`config.mk`:
```
export PLATFORM = sky130hd
export DESIGN_NAME = rmvs_queue
export DESIGN_NICKNAME = d
export VERILOG_FILES = /design/src/rtl/core/rmvs_pkg.sv /design/src/rtl/core/rmvs_queue.sv
export SDC_FILE = /design/constraint.sdc
export NUM_CORES = 1
export LEC_CHECK = 0
export ABC_AREA = 1
export BUFFER_PORTS_ARGS = -buffer_cell sky130_fd_sc_hd__buf_2
export CAP_MARGIN = 25
export CORE_ASPECT_RATIO = 0.5
export CORE_MARGIN = 2
export CORE_UTILIZATION = 42
export CTS_BUF_LIST = sky130_fd_sc_hd__clkbuf_16
export CTS_CLUSTER_DIAMETER = 100
export DETAILED_ROUTE_END_ITERATION = 12
export PLACE_DENSITY = 0.77
export SLEW_MARGIN = 15
export SYNTH_ARGS = -nofsm -noshare
export SYNTH_HDL_FRONTEND = slang
export SYNTH_SLANG_ARGS = --single-unit
```
`constraint.sdc`:
```
create_clock -name clk -period 6.9 [get_ports clk]
set_clock_uncertainty 0.15 [all_clocks]
set_input_delay 0.345 -clock clk [delete_from_list [all_inputs] [get_ports clk]]
set_output_delay 0.345 -clock clk [all_outputs]
set_load 0.03 [all_outputs]
```
`src/rtl/core/rmvs_pkg.sv`:
```
// ----------------------------------------------------------------------------
// rmvs_pkg: shared types and constants for the running statistics unit
// Field widths, derived arithmetic widths and the statistics snapshot record.
// ----------------------------------------------------------------------------
`default_nettype none

package rmvs_pkg;

  // Sample and count widths
  localparam int SAMPLE_BITS = 16;
  localparam int COUNT_BITS  = 16;

  // Fixed result widths
  localparam int TOTAL_BITS = 32;
  localparam int MEAN_BITS  = 24;
  localparam int VAR_BITS   = 39;
  localparam int STD_BITS   = 24;
  localparam int FRAC_BITS  = 8;

  // Derived arithmetic widths
  localparam int SQ_BITS     = 2 * SAMPLE_BITS + COUNT_BITS;
  localparam int MAG_BITS    = TOTAL_BITS;
  localparam int MDIV_BITS   = MAG_BITS + FRAC_BITS;
  localparam int NUM_BITS    = COUNT_BITS + SQ_BITS;
  localparam int DEN_BITS    = 2 * COUNT_BITS;
  localparam int VDIV_BITS   = NUM_BITS + FRAC_BITS;
  localparam int LO_BITS     = SQ_BITS / 2;
  localparam int HI_BITS     = SQ_BITS - LO_BITS;
  localparam int SQRT_STEPS  = (VAR_BITS + FRAC_BITS + 1) / 2;
  localparam int STEP_BITS   = $clog2(VDIV_BITS + 1);

  // Queue between front and back (depth is a power of two)
  localparam int QUEUE_DEPTH = 2;
  localparam int PTR_BITS    = $clog2(QUEUE_DEPTH);

  localparam logic signed [SAMPLE_BITS-1:0] SAMPLE_MAX = {1'b0, {(SAMPLE_BITS-1){1'b1}}};
  localparam logic signed [SAMPLE_BITS-1:0] SAMPLE_MIN = {1'b1, {(SAMPLE_BITS-1){1'b0}}};
  localparam logic [COUNT_BITS-1:0]         COUNT_FULL = {COUNT_BITS{1'b1}};

  // Request codes
  localparam logic CMD_ADD   = 1'b0;
  localparam logic CMD_CLEAR = 1'b1;

  // Accumulated statistics after one request
  typedef struct packed {
    logic [COUNT_BITS-1:0]         n;
    logic signed [TOTAL_BITS-1:0]  sum;
    logic [SQ_BITS-1:0]            s2;
    logic signed [SAMPLE_BITS-1:0] lo;
    logic signed [SAMPLE_BITS-1:0] hi;
    logic                          ovf;
  } snap_t;

  localparam snap_t STATS_CLEAR = '{
    n:   '0,
    sum: '0,
    s2:  '0,
    lo:  SAMPLE_MAX,
    hi:  SAMPLE_MIN,
    ovf: 1'b0
  };

endpackage

`default_nettype wire

```
`src/rtl/core/rmvs_queue.sv`:
```
// ----------------------------------------------------------------------------
// rmvs_queue: snapshot queue between intake and solver
// Small register FIFO so intake and solver stall on their own.
// ----------------------------------------------------------------------------
`default_nettype none

module rmvs_queue (
  input  wire logic            clk,
  input  wire logic            rst,
  input  wire logic            push,
  input  wire rmvs_pkg::snap_t push_data,
  output logic                 full,
  input  wire logic            pop,
  output logic                 avail,
  output rmvs_pkg::snap_t      pop_data
);

  rmvs_pkg::snap_t               entries [rmvs_pkg::QUEUE_DEPTH];
  logic [rmvs_pkg::PTR_BITS-1:0] wr_ptr;
  logic [rmvs_pkg::PTR_BITS-1:0] rd_ptr;
  logic [rmvs_pkg::PTR_BITS:0]   fill;

  assign full     = (fill == (rmvs_pkg::PTR_BITS+1)'(rmvs_pkg::QUEUE_DEPTH));
  assign avail    = (fill != '0);
  assign pop_data = entries[rd_ptr];

  // Store pushed snapshots
  always_ff @(posedge clk) begin
    if (push) begin
      entries[wr_ptr] <= push_data;
    end
  end

  // Advance pointers and fill level
  always_ff @(posedge clk) begin
    if (rst) begin
      wr_ptr <= '0;
      rd_ptr <= '0;
      fill   <= '0;
    end else begin
      if (push) begin
        wr_ptr <= wr_ptr + 1'b1;
      end
      if (pop) begin
        rd_ptr <= rd_ptr + 1'b1;
      end
      if (push && !pop) begin
        fill <= fill + 1'b1;
      end else if (pop && !push) begin
        fill <= fill - 1'b1;
      end
    end
  end

  a_no_overrun: assert property (@(posedge clk) disable iff (rst)
    push && !pop |-> fill < (rmvs_pkg::PTR_BITS+1)'(rmvs_pkg::QUEUE_DEPTH))
    else $error("queue pushed while full");

endmodule

`default_nettype wire

```
Yosys cells after proc, flatten, opt, wreduce, memory -nomap -nowiden
Memories as Yosys holds them, arrays and structs flattened. A register that Yosys moved wholly into a read port is not among the register bits.
Cells that the tools add are included.
Storage, ports and cells
  memories: 1
  memory bits (writable): 258
  register bits after elaboration: 4
  input bits: 133
Operators by class
  $add $sub $neg: 4
  muxes and demuxes: 6
  eq/ne operators: 1
  reductions and logical operators: 6
Memory list
  entries: words 2, width 129, read ports 1, clocked after Yosys merged registers in 1, wr ports 1, line rmvs_queue.sv:18  | rmvs_pkg::snap_t entries [rmvs_pkg::QUEUE_DEPTH];
Operators by type and width (number)
  $mux W1: 4
  $mux W2: 2
  $reduce_bool A2 Y1: 2
  $add A1 B1 Y1 const B: 2
  $add A2 B1 Y2 const B: 1
  $eq A2 B2 Y1 const B: 1
  $logic_and A1 B1 Y1: 2
  $logic_not A1 Y1: 2
  $sub A2 B1 Y2 const B: 1

Longest topological paths before layout
  depth in word-level cells: 4
  depth in mapped cells: 8
  gate-level depth less buffers: 8

Worst setup path after synthesis
No wires, ideal clock.
  kind: input-to-reg
  start point: in push
  end point: mem entries[0][0] (netlist name), enable pin
  setup slack: 347 ps
  stages: 2
  data required time: 6128 ps
  setup time: 622 ps
  arrival time: 5781 ps
  cell sequence: inv_1 nor2_1
On the way
  word-level cells in the longest chain between the ends: 2
RTL lines
  start, declared: line rmvs_queue.sv:10  | input wire logic push,
  $mux W1: line rmvs_queue.sv:29  | if (push) begin
  $mux W1 (not written as such): line rmvs_queue.sv:30  | entries[wr_ptr] <= push_data;
  end, declared: line rmvs_queue.sv:18
Every way passes these cells.

==> reports/metrics.yaml <==
outcome: "finished clean"
setup_tns_ps: 0
grt_pass1_vias: 6060
slowest_delay_ps: 800
htree_num_levels: 1
setup_slack_ps: 3660
clk_latency_ps: 520
grt_util_met1_pct: 18.3
post-route-period-util_pct: 47.0
core_sq_mm: 0.0220
drt_wl_total_microns: 21900
postCtsSetupBuffers: 0
drt-initial-drc-count: 325
finish.utilization_pct: 60.4
die_w_microns: 218
power_density_mw_per_mm2: 281
critPathLaunchType: "flip-flop"
drc: 0
std_cell_rows: 38
clk_root_buffer_cell: "clkbuf_16"
grt_max_degree: 78
slew_headroom_pct: 34.6
drive_above_1_share_pct: 49.9
rsz0062_at_grt: "no"
fin_area_sq_mm: 0.0133
fillers: 1572
ctsHoldBuffers: 133
synth_cell_types: 15
first_pass_iters: 4
gp_congestion: 0.794
use_met3_pct: 3.54
start_util_pct: 43.5
vias: 5518
cts_tree: "yes"
ys_ff_latch: 263
numClockSinks: 263
final-seq-area_sq_mm: 0.00785
clk_pin_slew_worst_paths_ps: 70
setup_viol: 0
numCtsBuffers: 24
cap_viol_max_count: 0
die_y_microns: 111
gr-total-overflow: 0
netlist_area_sq_mm: 0.00958
ir_drop_mv: 0.173
fmax_ghz: 0.308
post_cts_resize_count: 0
grt_first_pass_wirelength_microns: 33600
clockBufferDepth: 3
required_ps: 6400
busiest_layer: "met2"
path_cells: "buf_4 > buf_16 > mux2_2 > buf_2"
crit_arrival_ps: 2750
io-pin-count: 264
wire_per_inst_microns: 18.8
grt_usage_pct: 18.1
min-delay-path-class: "flip-flop to flip-flop"
antenna_found_initial: 1
crit_slowest_cell: "dfxtp_4"
crit_type: "flip-flop to output port"
groute.layer.met2.usage_pct: 36.2
avgSynthCellArea_sq_um: 22.1
end_kind: "output port"
syn_nets: 568
yosys_warnings: 0
syn-instance-count: 434
tightest_slew_ps: 982
via_per_inst: 4.73
ant_nets: 0
io_buffers: 263
p_leak_uw: 0.00505
area_growth_pct: 38.7
cp_top_family: "buffers and inverters"
min_period_ps: 3240
dieArea_sq_mm: 0.0241
totalPowerFinal_uw: 3730
seq_area_frac_synth_pct: 81.9
crit_buf_inv: 3
crit_fanout: 57
slew_violations: 0
multi_input_area_sq_mm: 0.00155
dp_hpwl_microns: 13100
post-place-ws_ps: 3970
placed_area_sq_mm: 0.0112
hold_viol_final: 0
final_nets: 981
[sequential cells by signal, indices dropped and copies added (netlist names), named ones only]
signal / count
fill: 2
entries: 258
rd_ptr: 1
wr_ptr: 1
[per-layer routing]
metal,wire length (microns),part of all wire [%]
met1,7800,36
met2,12600,58
met3,678,3.1
met4,820,3.7
met5,0,0
[area by class of cell]
class / count / area share [%]
well taps: 300 / 2.82
clock inverters: 19 / 1.05
clock buffers: 25 / 4.71
flip-flops and latches: 263 / 59.1
multi-input cells: 148 / 11.7
repair buffers: 401 / 20.4
diodes: 1 / 0.0188
inverters: 9 / 0.273
[power by group]
group | internal (uW) | switching [uW] | total (uW)
Combinational | 215 | 322 | 537
Sequential | 1850 | 32.4 | 1880
Clock | 732 | 581 | 1310
Total | 2800 | 935 | 3730
[kinds of logic after synthesis]
logic type      count (synthesis)  synth area share [%]
mux                           129                  15.2
compound gates                  2                 0.104
flops                         263                  81.9
buf+inv                        23                  1.93
simple gates                   15                 0.640
xor+xnor                        1                0.0915
fa+ha+maj                       1                 0.131
[placed cells by master, fill, tap and decap left out, drive strengths merged]
master       synthesis  routed
buf                 14     268
nor2                 6       6
dlygate4sd3          0     133
nor3                 1       1
nand4                1       1
a21oi                1       1
clkbuf               0      25
diode                0       1
nand2                6       6
xnor2                1       1
ha                   1       1
bufinv               0       2
o21ai                1       1
dfxtp                5       5
clkinv               0      11
edfxtp             258     258
nand3                1       1
mux2               129     129
clkinvlp             0       1
inv                  9      14
[worst min-delay path, stage by stage (launching register included)]
cell	delay [ps]
dfxtp_1	330
xnor2_1	90
nor2_1	80
[synth_stat cells]
library cell  number  share of area [%]
buf_6             13                1.5
xnor2_1            1              0.091
o21ai_0            1              0.052
edfxtp_1         258                 81
ha_1               1               0.13
nand4_1            1              0.065
nor3_1             1              0.052
nand2_1            6               0.24
inv_1              9               0.35
nand3_1            1              0.052
a21oi_1            1              0.052
nor2_1             6               0.24
dfxtp_1            5                1.0
mux2_2           129                 15
buf_2              1              0.052
[per-stage QoR]
step / std cells / hold WS [ps]
3_5_place_dp: 987 / 368
2_1_floorplan: 434 / 267
5_1_grt: 1166 / 377
6_report: 1166 / 380
3_3_place_gp: 987 / 351
4_1_cts: 1164 / 365
[final timing paths]
kind | from | to | slack [ps] | cells after the start
max | flip-flop | pop_data[116] | 3660 | 4
min reg2reg | rd_ptr | rd_ptr | 380 | 2
max reg2reg | wr_ptr | entries[0][84] | 4300 | 3
min | rd_ptr | rd_ptr | 380 | 2
(Power assumes the default switching activity.)
