`src/rtl/core/rmvs_pkg.sv`:
```
// ----------------------------------------------------------------------------
// rmvs_pkg: shared types and constants for the running statistics unit
// Field widths, derived arithmetic widths and the statistics snapshot record.
// ----------------------------------------------------------------------------
`default_nettype none

package rmvs_pkg;

  // Sample and count widths
  localparam int SAMPLE_BITS = 16;
  localparam int COUNT_BITS  = 16;

  // Fixed result widths
  localparam int TOTAL_BITS = 32;
  localparam int MEAN_BITS  = 24;
  localparam int VAR_BITS   = 39;
  localparam int STD_BITS   = 24;
  localparam int FRAC_BITS  = 8;

  // Derived arithmetic widths
  localparam int SQ_BITS     = 2 * SAMPLE_BITS + COUNT_BITS;
  localparam int MAG_BITS    = TOTAL_BITS;
  localparam int MDIV_BITS   = MAG_BITS + FRAC_BITS;
  localparam int NUM_BITS    = COUNT_BITS + SQ_BITS;
  localparam int DEN_BITS    = 2 * COUNT_BITS;
  localparam int VDIV_BITS   = NUM_BITS + FRAC_BITS;
  localparam int LO_BITS     = SQ_BITS / 2;
  localparam int HI_BITS     = SQ_BITS - LO_BITS;
  localparam int SQRT_STEPS  = (VAR_BITS + FRAC_BITS + 1) / 2;
  localparam int STEP_BITS   = $clog2(VDIV_BITS + 1);

  // Queue between front and back (depth is a power of two)
  localparam int QUEUE_DEPTH = 2;
  localparam int PTR_BITS    = $clog2(QUEUE_DEPTH);

  localparam logic signed [SAMPLE_BITS-1:0] SAMPLE_MAX = {1'b0, {(SAMPLE_BITS-1){1'b1}}};
  localparam logic signed [SAMPLE_BITS-1:0] SAMPLE_MIN = {1'b1, {(SAMPLE_BITS-1){1'b0}}};
  localparam logic [COUNT_BITS-1:0]         COUNT_FULL = {COUNT_BITS{1'b1}};

  // Request codes
  localparam logic CMD_ADD   = 1'b0;
  localparam logic CMD_CLEAR = 1'b1;

  // Accumulated statistics after one request
  typedef struct packed {
    logic [COUNT_BITS-1:0]         n;
    logic signed [TOTAL_BITS-1:0]  sum;
    logic [SQ_BITS-1:0]            s2;
    logic signed [SAMPLE_BITS-1:0] lo;
    logic signed [SAMPLE_BITS-1:0] hi;
    logic                          ovf;
  } snap_t;

  localparam snap_t STATS_CLEAR = '{
    n:   '0,
    sum: '0,
    s2:  '0,
    lo:  SAMPLE_MAX,
    hi:  SAMPLE_MIN,
    ovf: 1'b0
  };

endpackage

`default_nettype wire

```
`src/rtl/core/rmvs_front.sv`:
```
// ----------------------------------------------------------------------------
// rmvs_front: request intake and accumulators
// Classifies each request (add, clear, add on full count), updates the
// accumulators and pushes a snapshot of them into the queue.
// ----------------------------------------------------------------------------
`default_nettype none

module rmvs_front (
  input  wire logic                                   clk,
  input  wire logic                                   rst,
  input  wire logic                                   in_valid,
  output logic                                        in_stall,
  input  wire logic                                   cmd,
  input  wire logic signed [rmvs_pkg::SAMPLE_BITS-1:0] sample,
  input  wire logic                                   q_full,
  output logic                                        push,
  output rmvs_pkg::snap_t                             push_data
);

  rmvs_pkg::snap_t                      stats;
  rmvs_pkg::snap_t                      stats_next;
  logic [rmvs_pkg::SAMPLE_BITS-1:0]     smag;
  logic [2*rmvs_pkg::SAMPLE_BITS-1:0]   sq_term;

  // Hold requests while the queue is full
  assign in_stall = q_full;
  assign push     = in_valid & ~q_full;

  // Square of the sample magnitude
  assign smag    = sample[rmvs_pkg::SAMPLE_BITS-1] ? rmvs_pkg::SAMPLE_BITS'(-sample)
                                                  : rmvs_pkg::SAMPLE_BITS'(sample);
  assign sq_term = smag * smag;

  // Classify the request and form the updated statistics
  always_comb begin
    stats_next = stats;
    if (cmd == rmvs_pkg::CMD_CLEAR) begin
      stats_next = rmvs_pkg::STATS_CLEAR;
    end else if (stats.n == rmvs_pkg::COUNT_FULL) begin
      stats_next.ovf = 1'b1;
    end else begin
      stats_next.n   = stats.n + 1'b1;
      stats_next.sum = stats.sum + rmvs_pkg::TOTAL_BITS'(sample);
      stats_next.s2  = stats.s2 + rmvs_pkg::SQ_BITS'(sq_term);
      if (sample < stats.lo) begin
        stats_next.lo = sample;
      end
      if (sample > stats.hi) begin
        stats_next.hi = sample;
      end
    end
  end

  assign push_data = stats_next;

  // Advance the accumulators on each accepted request
  always_ff @(posedge clk) begin
    if (rst) begin
      stats <= rmvs_pkg::STATS_CLEAR;
    end else if (push) begin
      stats <= stats_next;
    end
  end

endmodule

`default_nettype wire

```
`config.mk`:
```
export PLATFORM = sky130hd
export DESIGN_NAME = rmvs_front
export DESIGN_NICKNAME = d
export VERILOG_FILES = /design/src/rtl/core/rmvs_pkg.sv /design/src/rtl/core/rmvs_front.sv
export SDC_FILE = /design/constraint.sdc
export NUM_CORES = 1
export LEC_CHECK = 0
export BUFFER_PORTS_ARGS = -buffer_cell sky130_fd_sc_hd__buf_2
export CAP_MARGIN = 10
export CORE_MARGIN = 8
export CORE_UTILIZATION = 30
export CTS_BUF_LIST = sky130_fd_sc_hd__clkbuf_16
export DETAILED_ROUTE_END_ITERATION = 8
export PLACE_DENSITY_LB_ADDON = 0.1
export SYNTH_ARGS = -nofsm -noshare
export SYNTH_HDL_FRONTEND = slang
export SYNTH_SLANG_ARGS = --single-unit
```
`constraint.sdc`:
```
create_clock -name clk -period 11.4 [get_ports clk]
set_input_delay 1.14 -clock clk [delete_from_list [all_inputs] [get_ports clk]]
set_output_delay 1.14 -clock clk [all_outputs]
set_load 0.01 [all_outputs]
```
# --- Yosys cells after proc, flatten, opt, wreduce, memory -nomap -nowiden ---
# Index checks and enable logic that the tools add are counted.
word_totals:
  reg_bits: 129
  input_bits: 21
  out_inout_bits: 131
  elab_cells: 22
classes:
  addsub: 4
  mul: 1
  order_cmp: 2
  eq_ne: 1
  muxes: 6
  bitwise: 2
ops:
  columns: ["cell", "count"]
  rows:
  - ["129-bit two-way mux", 1]
  - ["128-bit two-way mux", 1]
  - ["48-bit by 32-bit adder with 48-bit output", 1]
  - ["16-bit two-way mux", 3]
  - ["32-bit by 16-bit adder with 32-bit output", 1]
  - ["16-bit by 16-bit multiplier with 32-bit output", 1]
  - ["16-bit by 1-bit adder with 16-bit output, second input constant", 1]
  - ["16-bit == test, second input constant", 1]
  - ["16-bit > comparator", 1]
  - ["16-bit less-than comparator", 1]
  - ["16-bit negation", 1]
  - ["1-bit bitwise AND", 1]
  - ["1-bit two-way mux", 1]
  - ["1-bit NOT", 1]

# --- Logic depth before layout (Yosys ltp) ---
# Gate-level depths: netlist of the first run.
logic_depth:
  word_depth: 6
  ltp_mapped: 32
  depth_no_buf: 30

# --- Worst setup path before layout of the first run ---
# No wires, ideal clock.
synth_timing:
  path_type: "input-to-output"
  from: "input port sample[2] (netlist bit)"
  to: "output port push_data[80] (netlist bit)"
  t_arrival_ns: 8.241
  required_ns: 10.260
  slack_ns: 2.019
  path_stages: 28
  path_buffers: 3
  path_cell_list: "buf_2 -> or3_4 -> nor3_2 -> nand3_1 -> or4_1 -> clkbuf_1 -> nor2_1 -> inv_1 -> fa_1 -> inv_1 -> fa_1 -> fa_1 -> fa_1 -> fa_1 -> inv_1 -> fa_1 -> inv_1 -> ha_1 -> buf_2 -> a21oi_1 -> o21bai_1 -> a21o_1 -> a211o_1 -> nor3b_1 -> o31ai_4 -> a21oi_1 -> xnor2_1 -> nor2_1"
synth_lines:
  columns: ["element", "line_no", "source"]
  rows:
  - ["from (decl)", "rmvs_front.sv:14", "input wire logic signed [rmvs_pkg::SAMPLE_BITS-1:0] sample,"]
  - ["to (decl)", "rmvs_front.sv:17", "output rmvs_pkg::snap_t push_data"]

==> impl_summary.md, run 1 <==
Timing
Adding up every negative setup slack in the final design gives 0 ns. The period utilization is 0.955. The number of hold violations in the final report came to 0. The worst pin sits at a relative slew slack of 0.216. Setup violations remaining at the end of the flow were counted as 0. Setup repair after global routing left no endpoint under its margin. For the pin with the worst max-slew slack, the measured transition is between 1 and 1.5 ns.

The final clock skew is 0.0185 ns. Static timing analysis puts the maximum clock frequency at between 0.09 and 0.1 GHz. After layout, the minimum clock period comes to 10.88 ns. The max-slew violation count was 0.

Synth
By area the synthesized netlist is led by sky130_fd_sc_hd__fa_1 (21%), sky130_fd_sc_hd__dfxtp_1 (14%), sky130_fd_sc_hd__ha_1 (12%). The average size of a mapped cell is 7.84 um^2. The library cell with the highest instance count after synthesis is sky130_fd_sc_hd__inv_1.

After synthesis the netlist holds a flip-flop and latch count of 129. The area share of the leading cell type in the synthesized netlist is 0.213. Of all flip-flops after synthesis, the portion carrying an async set or reset was 0.

For this run, the leading register cell type out of synthesis is sky130_fd_sc_hd__dfxtp_1. In this run, synthesis inferred 0 flip-flops with an integrated enable. Synthesis handed over a netlist of between 2000 and 2500 instances. Counting instances in the post-synthesis netlist gives the leading cell types as sky130_fd_sc_hd__inv_1 (393), sky130_fd_sc_hd__nand2_1 (331), sky130_fd_sc_hd__fa_1 (195).

Counting distinct cell types in the post-synthesis netlist gives 82. The sequential element share of the synthesized area is 0.141. The number of warnings reported in the yosys synthesis log is 0. The cell area after technology mapping is roughly 18000 um^2. The biggest area contributor in the post-synthesis netlist is sky130_fd_sc_hd__fa_1.

Detailed routing
The number of violations reported at the end of detailed-routing iteration 0 is ~1000. The detailed-router iteration count before antenna repair is 5. The total length of routed wires is about 63000 um.

For this run, design rule violations remaining after detail routing come to 0. The mean number of vias per cell is 5.03. The overall via count from detail_route is about 16000. In this run the remaining antenna-violating nets after routing total 0. The average routed wire per standard cell is 19.7 um.

Finish
For this run, the post-layout net count is 2807. The area added between synthesis and finish is 11.7%. The number of antenna diodes in the final layout is 0. Ranked by flip-flop count, first place goes to stats. The final core utilization is 0.339. The largest registers in the layout are stats: 129 flops. Of the cells placed in the final design, the portion with a size suffix greater than 1 is 0.106. The register with the most flip-flops in the layout has around 130 of them.

GRT
Entering global routing, the biggest net connects 61 pins. The number of antenna violations at the first check in global routing is 1. The first-pass GRT wire length is between 90000 and 100000 um. The total global routing overflow is 0. The via count of the first global-routing pass is 17041.

In the global route stage, overall resource usage came out at 0.184.

Clock network
The clock reaches the later pin of the worst-skew pair after ~0.5 ns. The clock root buffer is sky130_fd_sc_hd__clkbuf_16. The number of clock buffers inserted by TritonCTS is 17. Post-CTS repair changed the size of 0 cells.

The clock tree buffer depth is 2. After clock tree synthesis, the clock-pin slew on the worst setup and hold paths is roughly 0.070 ns. The post-CTS setup buffer count is 0. The H-tree was split into 4 levels. The clock tree from TritonCTS is yes. The total clock sinks is 129. The hold buffer count at CTS is 0.

Die
about 150 I/O pins were placed. The core region area is ~60000 um^2. For this configuration, the core starts out at a cell density of 0.303.

The die area is between 60000 and 70000 um^2. The die is between 200 and 300 um tall. The placement row count is 90. The die outline width is 263 um.

Placement
The final weighted congestion in routability-driven placement is between 0.8 and 0.9. Port buffering added 151 buffers. The sum of net half-perimeters after detailed placement is between 40000 and 50000 um.

Critical path
STA puts the critical path data required time at 10.26 ns. Among all stages on the critical path, the largest delay is contributed by sky130_fd_sc_hd__a21oi_1. The category of the critical setup timing path is primary input to primary output. The data arrival time of the critical path is between 9 and 10 ns. The most common cell type on the critical path is sky130_fd_sc_hd__fa_1. STA classifies the critical path endpoint as a primary output. Of all nets on the critical path, the largest fanout is 10.

The critical path launch point type is a primary input. On the worst path, the slowest cell contributes a delay of roughly 0.66 ns.

Flow run
The tool flagged a number of max-cap violations equal to 0.

Run status
The run finished with clean final reports.

Min path
The min-delay analysis places its worst path in the category flip-flop to flip-flop.
-- critical path, delay by kind of cell --
family | cells | cell delay, ns
AOI/OAI and AO/OA | 6 | 1.70
xor gates and xnor gates | 2 | 0.63
adders and majority gates | 7 | 3.56
buffers and inverters | 6 | 0.79
and+or+nand+nor | 6 | 1.88
-- cells in the final DEF (no fill, tap or decap), types with 24 or more instances in the layout --
cell type and instances:
sky130_fd_sc_hd__buf_4 36, sky130_fd_sc_hd__a21oi_1 178, sky130_fd_sc_hd__mux2i_1 39, sky130_fd_sc_hd__buf_2 149, sky130_fd_sc_hd__a21o_1 46, sky130_fd_sc_hd__nor2_1 185
sky130_fd_sc_hd__fa_1 195, sky130_fd_sc_hd__dfxtp_1 129, sky130_fd_sc_hd__ha_1 170, sky130_fd_sc_hd__and4_1 27, sky130_fd_sc_hd__nand2_1 331, sky130_fd_sc_hd__inv_1 392
sky130_fd_sc_hd__xnor2_1 54, sky130_fd_sc_hd__o21ai_0 38, sky130_fd_sc_hd__xor2_1 39, sky130_fd_sc_hd__nor3_1 24, sky130_fd_sc_hd__nand3_1 29
-- routing by layer --
layer  GRT usage  wire [um]
met5           0          0
met4      0.0478       1200
met3      0.0297       2330
met2       0.321      30700
met1       0.233      29000
-- area by class of cell --
class | count | area [um^2]
tap | 782 | 978
timing repair buffer | 185 | 1020
clock inverter | 15 | 168
sequential | 129 | 2580
inverter | 402 | 1510
clock buffer | 17 | 425
multi-input combinational | 1686 | 13800
fill | 6459 | 39900
-- path summary, 6_finish.rpt --
kind | to | depth (start not counted) | startpoint | slack, ns
max | push_data[80] | 27 | sample[9] | 0.52
min | stats[0] | 2 | stats[0] | 0.46
max reg2reg | stats[80] | 16 | stats[43] | 5.63
min reg2reg | stats[0] | 2 | stats[0] | 0.46
-- cell families after synthesis --
logic type,Yosys count,share of synthesized area
flip-flops,129,0.141
XOR/XNOR,94,0.0454
multiplexers,39,0.0213
AND/OR/NAND/NOR,718,0.180
adder cells (fa/ha/maj),365,0.329
other,2,0.000410
AO/OA/AOI/OAI,460,0.172
buffers and inverters,529,0.111
-- per-stage QoR --
stage	instances	worst slack, ns	hold slack (ns)	cell area, um^2
global placement	3184	0.327	0.441	19900
finish	3216	0.518	0.459	20500
detailed placement	3184	0.253	0.448	19900
floorplan	2344	2.02	0.437	18300
global route	3216	0.0711	0.493	20500
CTS	3216	0.233	0.458	20500
Power of run 1 is left out: the tool's default activity adds up to more than one toggle a clock period on the data nets, which glitch-free logic cannot reach.
==> run 2: changes to the inputs <==
--- a/config.mk
+++ b/config.mk
@@ -11,7 +11,7 @@
 export CORE_UTILIZATION = 30
 export CTS_BUF_LIST = sky130_fd_sc_hd__clkbuf_16
 export DETAILED_ROUTE_END_ITERATION = 8
-export PLACE_DENSITY_LB_ADDON = 0.1
+export PLACE_DENSITY = 0.57
 export SYNTH_ARGS = -nofsm -noshare
 export SYNTH_HDL_FRONTEND = slang
 export SYNTH_SLANG_ARGS = --single-unit
==> run 2 against run 1 <==
Hold slack about the same. Global-route usage shrank 1.4 points. Largest cell class unchanged. Critical path type unchanged. Critical path depth up 4. Count of clock-buffer cells in the layout unchanged.
==> impl_summary.md, run 2 (synthesis gave the netlist of run 1 again) <==
Clock network
The H-tree depth is 4 (unchanged). The number of clock buffers inserted by TritonCTS was 17 (unchanged). The clock insertion delay at the later pin of the skew report is 0.49 ns (about the same). The clock tree from TritonCTS is yes (unchanged).

The clock slew at the register clock pins of the worst setup and hold paths came to 0.06 ns (was 0.07 ns). The clock tree buffer depth is 2 (unchanged). The hold buffer count at CTS is 0 (unchanged). The number of instances resized during post-cts repair is 0 (unchanged).

The post-CTS setup buffer count is 0 (unchanged). The total clock sinks was 129 (unchanged). The clock root buffer was sky130_fd_sc_hd__clkbuf_16 (unchanged).

Timing
The actual transition at the worst max-transition pin came to 1.14 ns (was 1.18 ns). The headroom to the max-slew limit is 0.242 (was 0.216). The period utilization is 0.942 (was 0.955). Unrepaired setup endpoints after global routing: no (unchanged). The setup-violating endpoint count in the final report was 0 (unchanged). The fmax is 0.0931 GHz (was 0.0919 GHz).

The clock period minus final worst setup slack came to 10.74 ns (was 10.88 ns). The max-slew violation count is 0 (unchanged). The number of hold violations in the final report was 0 (unchanged). The final clock skew is 0.0140 ns (was 0.0185 ns).

The final setup TNS is 0 ns (unchanged).

Finish
The antenna diode instance count is 0 (unchanged). The layout filler cell count is 6414 (was 6459). Most frequent cells in the layout: sky130_fd_sc_hd__inv_1 (392), sky130_fd_sc_hd__nand2_1 (331), sky130_fd_sc_hd__fa_1 (195) (unchanged). The most common cell after layout, fill and taps aside was sky130_fd_sc_hd__inv_1 (unchanged). The register area is 2580 um^2 (unchanged).

Registers with the most flip-flops: stats: 129 flops (unchanged). The final core utilization was 0.337 (was 0.339). The area added between synthesis and finish is 11.2% (was 11.7%). The share of post-route cells with drive strength above 1 is 0.102 (was 0.106). The register name with the most flops was stats (unchanged). The flip-flop count of the largest register after layout is 129 (unchanged). The area of combinational cells with multiple inputs is 13800 um^2 (about the same). The layout net count came to 2799 (was 2807).

Critical path
The data arrival time of the critical path is 9.60 ns (was 9.74 ns). The category of the critical setup timing path is primary input to primary output (unchanged). The reg-to-reg endpoint is stats[72] (was stats[80]).

The internal reg-to-reg setup slack is 5.85 ns (was 5.63 ns). The required time reported for the critical path endpoint is 10.26 ns (about the same). The kind of end point of the critical path is a primary output (unchanged). The critical path launch point type is a primary input (unchanged).

The number of cells on the worst reg-to-reg path is 16 (unchanged). The biggest fanout along the worst timing path came to 10 (unchanged). The master of the slowest instance on the critical path is sky130_fd_sc_hd__fa_1 (was sky130_fd_sc_hd__a21oi_1). The highest cell delay on the worst timing path is 0.55 ns (was 0.66 ns). The startpoint of the worst-slack reg-to-reg timing path is stats[43] (unchanged).

Detailed routing
The remaining design rule violation count is 0 (unchanged). The average routed wire per standard cell was 18.2 um (was 19.7 um). The remaining antenna violation count is 0 (unchanged). The number of violations reported at the end of detailed-routing iteration 0 is 1108 (was 1009). The mean number of vias per cell is 5.15 (was 5.03). The detailed-router iteration count before antenna repair is 7 (was 5).

The overall via count from detail_route is 16519 (was 16174). The total length of routed wires is 58500 um (was 63300 um).

Placement
The final weighted congestion in routability-driven placement is 0.891 (was 0.885). The sum of net half-perimeters after detailed placement came to 45200 um (was 48900 um). The count of input and output buffers came to 151 (unchanged).

Flow run
The max capacitance violation total came to 0 (unchanged).

Run status
Outcome: completed (unchanged).

GRT
The total routing usage reported by global routing is 0.170 (was 0.184). The first-pass GRT wire length was 94200 um (was 100000 um). The total global routing overflow is 0 (unchanged). The number of antenna violations at the first check in global routing was 2 (was 1). The maximum number of pins on one net before global-route repair is 68 (was 61). The via count of the first global-routing pass was 16878 (was 17041).

Die
The placement row count is 90 (unchanged). The die extent in y is 263 um (unchanged). The number of ports placed on the die boundary is 152 (unchanged).

The core region area came to 60400 um^2 (unchanged). The initial core utilization is 0.303 (unchanged). The die outline width is 263 um (unchanged).

The die area is 69200 um^2 (unchanged).

Min path
The hold path endpoint is stats[0] (unchanged). The hold path startpoint is stats[0] (unchanged). The worst hold path stage count is 2 (unchanged). The worst min-delay path category is flip-flop to flip-flop (unchanged).
[run 2: cell types whose count changed in the layout (fill, tap and decap cells not counted), sizes merged]
cell / previous run / this run
buf: 185 / 177
bufinv: 3 / 2
clkinv: 14 / 10
clkinvlp: 2 / 6
[run 2: layout make-up]
| cell class | instances | share of cell area |
|---|---|---|
| inverters | 402 | 0.0741 |
| multi-input cells | 1686 | 0.676 |
| clock inverters | 14 | 0.00694 |
| well taps | 782 | 0.0480 |
| clock buffers | 17 | 0.0209 |
| repair buffers | 177 | 0.0469 |
| flip-flops and latches | 129 | 0.127 |
[run 2: metal layers]
layer,vias to the layer above,share of wire,GRT usage
li1,7833,-,-
met1,8160,0.45,0.215
met3,73,0.058,0.0383
met5,-,0,0
met2,453,0.47,0.285
met4,0,0.026,0.0522
[run 2: how the worst max path moves through the flow]
stage / end / slack (ns) / start
6_report: push_data[65] / 0.66 / sample[4]
3_3_place_gp: push_data[65] / 0.84 / sample[4]
4_1_cts: push_data[65] / 0.70 / sample[4]
2_1_floorplan: push_data[80] / 2.02 / sample[2]
3_5_place_dp: push_data[65] / 0.72 / sample[4]
5_1_grt: push_data[65] / 0.12 / sample[4]
[run 2: through the flow]
stage	hold WS, ns	worst slack (ns)	std cells	instance area [um^2]
after floorplan	0.437	2.02	2344	18300
after global placement	0.441	0.838	3176	19800
after detailed placement	0.453	0.716	3176	19800
after CTS	0.462	0.701	3207	20400
after global routing	0.484	0.122	3207	20400
final	0.458	0.664	3207	20400
[run 2: critical path: cells and delay by family]
family	cells	cell delay, ns
AO/OA/AOI/OAI	6	1.79
XOR/XNOR	2	0.66
adder cells (fa/ha/maj)	7	3.52
buffers and inverters	9	1.05
AND/OR/NAND/NOR	7	1.42
Power of run 2 is left out for the same reason.
==> run 3: changes to the inputs <==
--- a/config.mk
+++ b/config.mk
@@ -11,7 +11,7 @@
 export CORE_UTILIZATION = 30
 export CTS_BUF_LIST = sky130_fd_sc_hd__clkbuf_16
 export DETAILED_ROUTE_END_ITERATION = 8
-export PLACE_DENSITY = 0.57
+export PLACE_DENSITY = 0.58
 export SYNTH_ARGS = -nofsm -noshare
 export SYNTH_HDL_FRONTEND = slang
 export SYNTH_SLANG_ARGS = --single-unit
==> constraint.sdc (replaced) <==
create_clock -name clk -period 8.8 [get_ports clk]
set_input_delay 0.88 -clock clk [delete_from_list [all_inputs] [get_ports clk]]
set_output_delay 0.88 -clock clk [all_outputs]
set_load 0.01 [all_outputs]
==> run 3 against run 2 <==
Worst setup slack worse by 0.77 ns. Die area unchanged. Flip-flop and latch count is the same. Utilization increased by 4.5 points. Final area rose by 13%. Count of clock-buffer cells in the layout did not move. Global-route usage grew 0.13 points. Wire length up 0.67%. Sequential share of layout area shrank 1.5 points. Hold slack worse by 0.0037 ns. The run now ends with setup timing left. Clock skew fell by 0.0029 ns. Cell count grew 7.6%.
==> impl_summary.md, run 3 (synthesis gave the netlist of run 1 again) <==
Die
The number of ports placed on the die boundary is 152 (unchanged). The die extent in y is 263 um (unchanged). The die area was 69200 um^2 (unchanged). The initial core utilization is 0.303 (unchanged).

The placement row count is 90 (unchanged). The core region area is 60400 um^2 (unchanged). The die outline width was 263 um (unchanged).

Min path
The worst min-delay path category is flip-flop to flip-flop (unchanged).

Critical path
The kind of end point of the critical path is a primary output (unchanged). The data arrival time of the critical path is 8.03 ns (was 9.60 ns). The highest cell delay on the worst timing path is 0.55 ns (about the same). In this design, the critical path's most frequently occurring cell is sky130_fd_sc_hd__fa_1. The critical path launch point type is a primary input (unchanged).

The required time reported for the critical path endpoint was 7.92 ns (was 10.26 ns). The category of the critical setup timing path is primary input to primary output (unchanged). The master of the slowest instance on the critical path was sky130_fd_sc_hd__fa_1 (unchanged). The biggest fanout along the worst timing path is 8 (was 10).

Clock network
The clock insertion delay at the later pin of the skew report is 0.49 ns (about the same). The clock tree from TritonCTS is yes (unchanged). The number of clock buffers inserted by TritonCTS is 17 (unchanged). The H-tree depth is 4 (unchanged). The clock slew at the register clock pins of the worst setup and hold paths is 0.05 ns (was 0.06 ns). The total clock sinks came to 129 (unchanged). The clock root buffer is sky130_fd_sc_hd__clkbuf_16 (unchanged).

The clock tree buffer depth was 2 (unchanged).

Timing
Timing would allow up to around 0.11 GHz. The headroom to the max-slew limit is 0.159 (was 0.242). The final worst-path setup slack is -0.107 ns (was 0.664 ns). The clock period minus final worst setup slack is 8.91 ns. The setup-violating endpoint count in the final report is 15 (was 0).

Of the available clock period, the critical path in the final layout requires 1.01. The number of hold violations in the final report is 0 (unchanged). The max-slew violation count came to 0 (unchanged). Unrepaired setup endpoints after global routing: yes (was no).

The actual transition at the worst max-transition pin was 1.26 ns (was 1.14 ns). The final clock skew is 0.0111 ns (was 0.0140 ns).

Placement
The final weighted congestion in routability-driven placement came to 0.873 (was 0.891). The sum of net half-perimeters after detailed placement is 46400 um (was 45200 um). The cell area reported after detailed placement is 21500 um^2 (was 19800 um^2). The count of input and output buffers is 151 (unchanged). The pre-CTS setup slack is -0.543 ns (was 0.716 ns).

Finish
The flip-flop count of the largest register after layout is 129 (unchanged). The final core utilization is 0.382 (was 0.337). Most frequent cells in the layout: sky130_fd_sc_hd__inv_1 (386), sky130_fd_sc_hd__nand2_1 (317), sky130_fd_sc_hd__buf_4 (262) (was sky130_fd_sc_hd__inv_1 (392), sky130_fd_sc_hd__nand2_1 (331), sky130_fd_sc_hd__fa_1 (195)). The layout net count came to 3043 (was 2799). The most common cell after layout, fill and taps aside is sky130_fd_sc_hd__inv_1 (unchanged). Registers with the most flip-flops: stats: 129 flops (unchanged). The antenna diode instance count was 0 (unchanged). The register name with the most flops is stats (unchanged).

The final non-filler cell area is 23100 um^2 (was 20400 um^2). The share of post-route cells with drive strength above 1 is 0.226 (was 0.102). The area added between synthesis and finish is 25.9% (was 11.2%). The layout filler cell count is 6302 (was 6414).

Run status
The final reports fail on setup timing. Outcome: finished, violations left (was completed).

Flow run
The max capacitance violation total is 0 (unchanged).

Detailed routing
The overall via count from detail_route came to 16984 (was 16519). The number of violations reported at the end of detailed-routing iteration 0 is 946 (was 1108). The mean number of vias per cell came to 4.92 (was 5.15). The remaining design rule violation count came to 0 (unchanged). The detailed-router iteration count before antenna repair was 7 (unchanged).

The total length of routed wires is 58900 um (was 58500 um). The remaining antenna violation count is 0 (unchanged). The average routed wire per standard cell is 17.1 um (was 18.2 um).

GRT
The first-pass GRT wire length is 95000 um (was 94200 um). The number of antenna violations at the first check in global routing came to 2 (unchanged). The total routing usage reported by global routing is 0.171 (was 0.170). The via count of the first global-routing pass came to 17366 (was 16878).

The maximum number of pins on one net before global-route repair was 73 (was 68). The total global routing overflow came to 0 (unchanged).
run 3: cell type report:
| type | count | area, um^2 | area share |
|---|---|---|---|
| Clock buffer | 17 | 425 | 0.0184 |
| Clock inverter | 14 | 189 | 0.00819 |
| Inverter | 402 | 1520 | 0.0657 |
| Multi-Input combinational cell | 1686 | 14500 | 0.629 |
| Sequential cell | 129 | 2580 | 0.112 |
| Tap cell | 782 | 978 | 0.0424 |
| Timing Repair Buffer | 421 | 2860 | 0.124 |
run 3: worst paths after layout:
kind              cells after the start  slack, ns       from             to
setup / recovery                     31      -0.11  sample[4]  push_data[76]
hold / removal                        2       0.45   stats[0]       stats[0]
setup reg to reg                     20       3.48  stats[43]      stats[77]
hold reg to reg                       2       0.45   stats[0]       stats[0]
run 3: routing by layer:
layer  vias to the layer above  share of wire  wire, um  global-route usage
met5                         -        0.00022        13                   0
met4                         2          0.030      1750              0.0641
met3                        94          0.042      2450              0.0309
met2                       346           0.47     27400               0.282
met1                      8222           0.46     27200               0.221
li1                       8320              -         -                   -
run 3: what timing repair did:
action,in CTS,in global routing
buffers inserted,13,6
hold buffers,0,0
resized for setup,103,55
endpoints found under the setup margin,30,32
pin swaps,50,35
run 3: worst max-delay path: cells and delay by family:
family / cells / cell delay, ns
xor+xnor: 3 / 0.56
fa+ha+maj: 7 / 3.20
simple gates: 7 / 1.33
compound gates: 4 / 0.82
buf+inv: 10 / 1.21
run 3: per-stage QoR:
step | cells | hold slack [ns] | setup TNS [ns]
finish | 3451 | 0.455 | -0.585
global route | 3451 | 0.476 | -8.32
global placement | 3403 | 0.443 | -9.01
floorplan | 2344 | 0.437 | 0
CTS | 3446 | 0.456 | -1.05
detailed placement | 3403 | 0.448 | -11.09
Power of run 3 is left out for the same reason.
